[config.mk]
export PLATFORM = sky130hd
export DESIGN_NAME = rcip_queue
export DESIGN_NICKNAME = d
export VERILOG_FILES = /design/src/rtl/rcip_pkg.sv /design/src/rtl/rcip_queue.sv
export SDC_FILE = /design/constraint.sdc
export NUM_CORES = 1
export LEC_CHECK = 0
export BUFFER_PORTS_ARGS = -buffer_cell sky130_fd_sc_hd__buf_2
export CAP_MARGIN = 5
export CORE_UTILIZATION = 49
export CTS_BUF_LIST = sky130_fd_sc_hd__clkbuf_16
export CTS_CLUSTER_SIZE = 40
export DETAILED_ROUTE_END_ITERATION = 16
export PLACE_DENSITY = 0.84
export SYNTH_ARGS = -nofsm -noshare
export SYNTH_HDL_FRONTEND = slang
export SYNTH_SLANG_ARGS = --single-unit
[constraint.sdc]
create_clock -name clk -period 1.7 [get_ports clk]
set_input_delay 0.17 -clock clk [delete_from_list [all_inputs] [get_ports clk]]
set_output_delay 0.17 -clock clk [all_outputs]
set_load 0.005 [all_outputs]
[src/rtl/rcip_pkg.sv]
`timescale 1ns / 1ps
package rcip_pkg;

  localparam int unsigned ROTOR_SIZE = 256;
  localparam int unsigned IDX_W      = $clog2(ROTOR_SIZE);
  localparam int unsigned KEY_LEN    = 13;
  localparam logic [31:0] SEED_INIT  = 32'd123;
  localparam logic [16:0] SEED_MOD   = 17'd65521;
  localparam logic [3:0]  PW_MAX     = 4'd8;
  localparam logic [0:0]  REG_PASSWORD     = 1'b0;
  localparam logic [0:0]  REG_PASSWORD_LEN = 1'b1;

  typedef struct packed {
    logic [7:0] data;
    logic       build;
    logic       last;
  } item_t;

  typedef struct packed {
    logic       start;
    logic [7:0] dividend;
    logic [8:0] divisor;
  } div_req_t;

  typedef enum logic [4:0] {
    ST_IDLE,
    ST_FILL,
    ST_SEED,
    ST_MIX,
    ST_FOLD,
    ST_REDUCE,
    ST_RDIV,
    ST_RDIV_WAIT,
    ST_RD_K,
    ST_RD_P,
    ST_SW_K,
    ST_SW_P,
    ST_RF_A,
    ST_RF_D,
    ST_FDIV_WAIT,
    ST_PR_A,
    ST_PR_D,
    ST_PW_K,
    ST_PW_P,
    ST_NEXT,
    ST_INV_A,
    ST_INV_D,
    ST_E1,
    ST_E2,
    ST_E3,
    ST_E4
  } state_t;

endpackage

[src/rtl/rcip_queue.sv]
`timescale 1ns / 1ps
module rcip_queue (
  input  logic              clk,
  input  logic              rst,
  input  logic              push,
  input  rcip_pkg::item_t   push_item,
  input  logic              pop,
  output rcip_pkg::item_t   head,
  output logic              full,
  output logic              empty
);

  rcip_pkg::item_t slots [2];
  logic       wr_ptr;
  logic       rd_ptr;
  logic [1:0] count;

  assign full  = (count == 2'd2);
  assign empty = (count == 2'd0);
  assign head  = slots[rd_ptr];

  always_ff @(posedge clk) begin
    if (push) begin
      slots[wr_ptr] <= push_item;
    end
  end

  always_ff @(posedge clk) begin
    if (rst) begin
      wr_ptr <= 1'b0;
      rd_ptr <= 1'b0;
      count  <= 2'd0;
    end else begin
      if (push) begin
        wr_ptr <= !wr_ptr;
      end
      if (pop) begin
        rd_ptr <= !rd_ptr;
      end
      if (push && !pop) begin
        count <= count + 2'd1;
      end else if (pop && !push) begin
        count <= count - 2'd1;
      end
    end
  end

endmodule

==> results.toml, run 1 <==
[floorplan]
coreArea_sq_um = 1750
start_util_pct = 53.0
rows = 15
die_x_um = 45.5
die_y_um = 45.5
io-pin-count = 26
die_area_sq_um = 2070

[job]
maxCapViolCount = 0

[clock_network]
cts_hold_buffers = 0
ctsHtreeMaxLevel = 1
ctsRootBufferMaster = "clkbuf_16"
clk_latency_ps = 250
clkSinkCount = 25
cts-buffers-inserted = 3
postCtsResizedCells = 0
cts_tree = "done"
clk_pin_slew_ps = 60
clk_path_buf_depth = 2
postCtsSetupRepairBufs = 0

[grt]
grt_pass1_vias = 491
antenna_found_initial = 0
grt_pass1_wl_um = 2040
overflow = 0
grt_usage_pct = 15.1
grt_max_degree = 16

[synthesis]
syn_avg_cell_area_sq_um = 17.5
ys.flop_type = "edfxtp_1"
ys_seq_elements = 25
ys_top_cells_by_area = "edfxtp_1 (65%), mux2_2 (12%), dfxtp_1 (11%)"
synth.net_count = 68
synthTopCellsByCount = "edfxtp_1 (20), mux2_2 (10), dfxtp_1 (5), nor2_1 (5)"
synth_edf_count = 20
ys_async_sr_fraction_pct = 0
synth_top_area_share_pct = 64.9
netlist_area_sq_um = 926
synth_cells = 53
synth_top_cell_by_area = "edfxtp_1"
yosys_warnings = 0
ys_types = 15
yosysMostFrequentCell = "edfxtp_1"
ys_seq_area_share_pct = 75.7

[power_and_ir_drop]
leakage_nw = 0.460
power.total_mw = 1.39
power_density_nw_per_um2 = 1190
p_seq_share_pct = 52.8
sw_frac_of_total_pct = 20.1
combPwrFrac_pct = 10.3
power.share.clock_pct = 36.8
p_sw_uw = 280
p_int_mw = 1.11
max-vdd-ir-drop_mv = 0.744

[cells_and_area]
seqCellArea_sq_um = 701
drive_gt1_share_pct = 50.0
final_nets = 98
utilization_pct = 66.9
n_fill_cell = 131
multi_input_area_sq_um = 216
syn_to_final_growth_pct = 26.1
design_area_sq_um = 1170
antennaDiodeCount = 0

[placed_design]
placed_area_sq_um = 1080
place_congestion = 0.633
portBuffers = 25
hpwl_um = 948

[worst_hold_path]
hp-class = "input port to flip-flop"

[setup_path]
worst-r2r-cell-count = 1
worstSetupStartpointType = "flip-flop"
reg2reg_slack_ps = 530
timing.rr.start = "wr_ptr$_SDFFE_PP0P_"
cp-end-kind = "output port"
worst-path-max-fanout = 10
arrival_ps = 1350
critical_path_class = "flip-flop to output port"
worstPathRequired_ps = 1530
rr_endpoint = "slots[1][1]$_DFFE_PP_"
worstSetupEndpoint = "head[7]"

[detailed_routing]
wl_um = 1340
antenna_left = 0
firstDrtPassIters = 6
drc = 0
viasPerCell = 4.81
wl_per_cell_um = 12.5
via_count = 515
drtIter0Drc = 15

[sta]
setup_viol = 0
max_slew_margin_pct = 68.1
skew_ps = 2.84
drv_slew = 0
worst_pin_slew_ps = 478
fin_setup_tns_ps = 0
final.min_clock_period_ps = 1520
hold_ws_ps = 104
rsz0062_at_grt = "false"
finalHoldViolCount = 0
fin_crit_sh_pct = 89.2
max_freq_mhz = 659

[run_status]
status = "finished, final reports clean"
## flip-flops by register name (all words and copies together), names as in the netlist, named ones only
| signal | cells |
|---|---|
| rd_ptr | 1 |
| slots | 20 |
| count | 2 |
| wr_ptr | 1 |
## how the worst min path moves through the flow
stage,start,end,depth (start not counted)
final,push_item[2],slots[1][2]$_DFFE_PP_,1
after global routing,push_item[2],slots[1][2]$_DFFE_PP_,1
after CTS,push_item[2],slots[1][2]$_DFFE_PP_,1
after detailed placement,push_item[7],slots[1][7]$_DFFE_PP_,1
after global placement,push_item[9],slots[0][9]$_DFFE_PP_,1
after floorplan,rst,count[1]$_SDFFE_PP0P_,1
## per-stage QoR
step | std cells | setup WS, ps
finish | 107 | 184
global placement | 103 | 452
floorplan | 53 | 521
detailed placement | 103 | 441
CTS | 107 | 145
global route | 107 | 109
## critical path, stage by stage (launching register included)
cell     delay [ps]
dfxtp_1         570
mux2_2          390
buf_2           130
## cell usage in the layout, fill, tap and decap left out, types with 2 or more instances in the layout
master     Yosys  layout
buf_2          1      25
clkbuf_16      0       3
dfxtp_1        5       5
edfxtp_1      20      20
mux2_2        10      10
nor2_1         5       5
xnor2_1        2       2
xor2_1         2       2
## routing by layer
metal  GRT usage (%)  vias to the layer above  wire (um)
met5               0                        -          0
met4            9.09                        0         10
met3            3.57                        2         47
met2            26.3                       15        720
met1            16.4                      246        560
li1                -                      252          -
## cells by family (layout without fill, tap and decap cells)
logic type               Yosys count  after routing  synth area share (%)
adder cells (fa/ha/maj)            1              1                  1.35
AND/OR/NAND/NOR                    9              9                  5.00
AO/OA/AOI/OAI                      2              2                  1.08
flip-flops                        25             25                  75.7
multiplexers                      10             10                  12.2
buffers and inverters              2             31                 0.945
XOR/XNOR                           4              4                  3.78
## power groups by stage
stage / logic (mW) / clock network, mW / registers (mW)
3_3_place_gp: 0.140 / 0 / 0.744
5_1_grt: 0.160 / 0.547 / 0.739
3_5_place_dp: 0.144 / 0 / 0.747
2_1_floorplan: 0.0886 / 0 / 0.734
6_report: 0.143 / 0.512 / 0.734
4_1_cts: 0.146 / 0.525 / 0.735
## layout make-up
cell class              count  share of cell area (%)
clock buffers               3                    6.43
multi-input cells          26                    18.5
repair buffers             26                    11.4
well taps                  25                    2.68
inverters                   1                   0.322
clock inverters             1                   0.643
flip-flops and latches     25                    60.0
No activity file was read; power rests on OpenSTA's default activity.
==> inputs of run 2 (changes only) <==
CORE_UTILIZATION = 44   (was 49)
PLACE_DENSITY = 0.72   (was 0.84)
clock period = 1.3 ns   (was 1.7 ns; I/O delays follow)
==> results.toml, run 2 (synthesis gave the netlist of run 1 again) <==
[sta]
skew_ps = 2.10
fin_setup_tns_ps = 0
finalHoldViolCount = 0
fin_crit_sh_pct = 99.4
setup_viol = 0
layout_setup_ws_ps = 7.44
rsz0062_at_grt = "true"
final.min_clock_period_ps = 1290
max_freq_mhz = 774
hold_ws_ps = 64.0
max_slew_margin_pct = 87.4
drv_slew = 0
worst_pin_slew_ps = 187

[setup_path]
worstSetupStartpointType = "flip-flop"
critical_path_class = "flip-flop to output port"
cp_top_family = "flip-flops"
arrival_ps = 1160
worstPathCellList = "buf_6, mux2_2, buf_2"
path_buf_inv = 2
worstSetupEndpoint = "head[0]"
timing.rr.start = "count[0]$_SDFFE_PP0P_"
worst-path-max-fanout = 5
cp.depth = 3
rr_endpoint = "count[1]$_SDFFE_PP0P_"
worst-r2r-cell-count = 3
reg2reg_slack_ps = 240
cp-end-kind = "output port"
worstPathRequired_ps = 1170
cp_slowest_stage_delay_ps = 340
cp_slowest_cell = "dfxtp_2"

[detailed_routing]
via_count = 513
drc = 0
wl_um = 1460
antenna_left = 0
drtIter0Drc = 3
viasPerCell = 4.58
wl_per_cell_um = 13.0
firstDrtPassIters = 2

[power_and_ir_drop]
power.share.clock_pct = 34.8
power_density_nw_per_um2 = 1470
sw_frac_of_total_pct = 19.7
max-vdd-ir-drop_mv = 1.16
p_int_mw = 1.50
leakage_nw = 0.526
p_seq_share_pct = 51.1
combPwrFrac_pct = 14.1
p_sw_uw = 367
power.total_mw = 1.87

[floorplan]
die_y_um = 47.9
start_util_pct = 47.2
coreArea_sq_um = 1960
die_x_um = 47.9
die_area_sq_um = 2290
rows = 16
io-pin-count = 26

[placed_design]
portBuffers = 25
dp_slack_ps = 118
dp.cells = 108
hpwl_um = 988
place_congestion = 0.577

[cells_and_area]
largest_register_ffs = 20
final_cells = 112
regMostFlops = "slots"
final_cell_mix = "edfxtp_1 (20), buf_2 (19), mux2_4 (8), buf_6 (8), nor2_1 (5)"
antennaDiodeCount = 0
syn_to_final_growth_pct = 36.6
final_common_cell = "edfxtp_1"
drive_gt1_share_pct = 51.8
final_nets = 101
reg_top3 = "slots: 20 flops, count: 2 flops"

[job]
maxCapViolCount = 0

[grt]
antenna_found_initial = 0
overflow = 0
grt_max_degree = 14
grt_pass1_wl_um = 1970
grt_usage_pct = 13.7
grt_pass1_vias = 438

[run_status]
status = "finished, final reports clean"

[clock_network]
clk_path_buf_depth = 2
postCtsSetupRepairBufs = 0
cts_tree = "done"
ctsHtreeMaxLevel = 1
ctsRootBufferMaster = "clkbuf_16"
cts-buffers-inserted = 3
clk_pin_slew_ps = 60
clkSinkCount = 25
clk_latency_ps = 250

[worst_hold_path]
hp-class = "input port to flip-flop"
run 2: cell type report:
| cell class | count | area [sq um] |
|---|---|---|
| fill | 157 | 697 |
| clock inverter | 1 | 3.75 |
| inverter | 1 | 3.75 |
| multi-input combinational | 26 | 246 |
| tap | 27 | 33.8 |
| timing repair buffer | 29 | 200 |
| sequential | 25 | 702 |
| clock buffer | 3 | 75.1 |
run 2: worst min-delay path by stage:
stage	from	endpoint	slack, ps	cells after the start
after global routing	push_item[3]	slots[0][3]$_DFFE_PP_	60	1
after detailed placement	push_item[3]	slots[0][3]$_DFFE_PP_	320	1
after floorplan	rst	count[1]$_SDFFE_PP0P_	200	1
after global placement	push_item[7]	slots[0][7]$_DFFE_PP_	320	1
final	push_item[7]	slots[0][7]$_DFFE_PP_	60	1
after CTS	push_item[3]	slots[0][3]$_DFFE_PP_	60	1
run 2: metal layers:
layer  wire [um]  GRT usage (%)
met5           0              0
met4           7           6.67
met3          67           4.15
met2         755           23.5
met1         629           15.3
run 2: power groups by stage:
| stage | combinational [mW] | sequential [mW] | clock [mW] |
|---|---|---|---|
| floorplan | 0.116 | 0.960 | 0 |
| global placement | 0.206 | 0.963 | 0 |
| detailed placement | 0.212 | 0.967 | 0 |
| CTS | 0.226 | 0.953 | 0.662 |
| global route | 0.289 | 0.959 | 0.689 |
| finish | 0.263 | 0.953 | 0.649 |
run 2: stage by stage:
step / utilization, % / instance area, sq um
after floorplan: - / 926
after global placement: 56.6 / 1110
after detailed placement: 56.6 / 1110
after CTS: 61.6 / 1210
after global routing: 64.5 / 1260
final: 64.5 / 1260
run 2: timing repair:
| item | in CTS | in global routing |
|---|---|---|
| hold endpoints to repair | 0 | 0 |
| gates resized for setup | 6 | 11 |
| hold buffers | 0 | 0 |
| setup endpoints to repair | 10 | 8 |
| pin swaps | 0 | 0 |
==> inputs of run 3 (changes only) <==
RECOVER_POWER = 25   (was unset)
==> results.toml, run 3 (synthesis gave the netlist of run 1 again) <==
[setup_path]
worstSetupStartpointType = "flip-flop"
arrival_ps = 1160
worstPathRequired_ps = 1170
critical_path_class = "flip-flop to output port"
cp-end-kind = "output port"
worst-path-max-fanout = 5

[detailed_routing]
antenna_left = 0
wl_per_cell_um = 13.1
drtIter0Drc = 3
via_count = 512
viasPerCell = 4.57
wl_um = 1460
firstDrtPassIters = 2
drc = 0

[cells_and_area]
largest_register_ffs = 20
final_nets = 101
reg_top3 = "slots: 20 flops, count: 2 flops"
drive_gt1_share_pct = 48.2
utilization_pct = 64.3
final_common_cell = "edfxtp_1"
final_cell_mix = "edfxtp_1 (20), buf_2 (16), mux2_4 (8), buf_6 (8), nor2_1 (5)"
regMostFlops = "slots"
n_fill_cell = 159
antennaDiodeCount = 0
design_area_sq_um = 1260
final_cells = 112
syn_to_final_growth_pct = 36.2

[floorplan]
io-pin-count = 26
rows = 16
start_util_pct = 47.2
coreArea_sq_um = 1960
die_x_um = 47.9
die_area_sq_um = 2290
die_y_um = 47.9

[clock_network]
ctsHtreeMaxLevel = 1
clk_path_buf_depth = 2
clkSinkCount = 25
ctsRootBufferMaster = "clkbuf_16"
cts_tree = "done"
cts-buffers-inserted = 3
clk_pin_slew_ps = 60
postCtsSetupRepairBufs = 0
clk_latency_ps = 250

[power_and_ir_drop]
max-vdd-ir-drop_mv = 1.16
power_density_nw_per_um2 = 1480
leakage_nw = 0.518

[sta]
max_slew_margin_pct = 87.4
fin_crit_sh_pct = 99.5
final.min_clock_period_ps = 1290
finalHoldViolCount = 0
drv_slew = 0
setup_viol = 0
worst_pin_slew_ps = 187
max_freq_mhz = 773
rsz0062_at_grt = "true"
fin_setup_tns_ps = 0
skew_ps = 2.32

[grt]
overflow = 0
grt_max_degree = 14
grt_pass1_wl_um = 1970
grt_usage_pct = 13.7
grt_pass1_vias = 438
antenna_found_initial = 0

[placed_design]
hpwl_um = 988
portBuffers = 25
dp.cells = 108
place_congestion = 0.577
placed_area_sq_um = 1110

[worst_hold_path]
hp-class = "input port to flip-flop"

[job]
maxCapViolCount = 0

[run_status]
status = "finished, final reports clean"
-- run 3: per-stage QoR --
step | setup slack, ps | hold WS (ps) | total power, mW
6_report | 6.40 | 65.5 | 1.86
5_1_grt | -19.7 | 57.0 | 1.94
4_1_cts | 0.148 | 60.4 | 1.84
3_5_place_dp | 118 | 321 | 1.18
3_3_place_gp | 190 | 318 | 1.17
2_1_floorplan | 121 | 199 | 1.08
-- run 3: final timing paths --
path	from	slack, ps	to	cells past startpoint
worst max-delay path	flip-flop	6	head[0]	3
worst min-delay path	push_item[0]	70	slots[0][0]$_DFFE_PP_	1
worst max register to register	count[0]$_SDFFE_PP0P_	240	count[1]$_SDFFE_PP0P_	3
worst min register to register	count[1]$_SDFFE_PP0P_	520	count[1]$_SDFFE_PP0P_	2
-- run 3: what timing repair did --
item,CTS,global route
cloned,0,0
hold buffers,0,0
pin swaps,0,0
setup endpoints to repair,10,8
gates resized for setup,6,11
-- run 3: metal layers --
layer | global-route usage [%] | vias to the layer above | share of wire [%]
met5 | 0 | - | 0
met1 | 15.3 | 239 | 43
li1 | - | 256 | -
met2 | 23.5 | 15 | 52
met3 | 4.15 | 2 | 4.7
met4 | 6.67 | 0 | 0.48
-- run 3: report_power, final --
part | internal (mW) | leakage (nW) | switching, mW | total, mW
clock | 0.410 | 0.0423 | 0.240 | 0.650
sequential | 0.927 | 0.230 | 0.0261 | 0.953
combinational | 0.159 | 0.246 | 0.102 | 0.262
-- run 3: cell type report --
type / instances / area, sq um / area share (%)
repair buffers: 29 / 196 / 15.6
flip-flops and latches: 25 / 702 / 55.7
inverters: 1 / 3.75 / 0.298
multi-input cells: 26 / 246 / 19.5
clock inverters: 1 / 3.75 / 0.298
well taps: 27 / 33.8 / 2.68
clock buffers: 3 / 75.1 / 5.95
-- run 3: worst max-delay path, stage by stage (launching register included) --
cell,delay [ps]
dfxtp_2,340
buf_6,130
mux2_2,320
buf_2,120
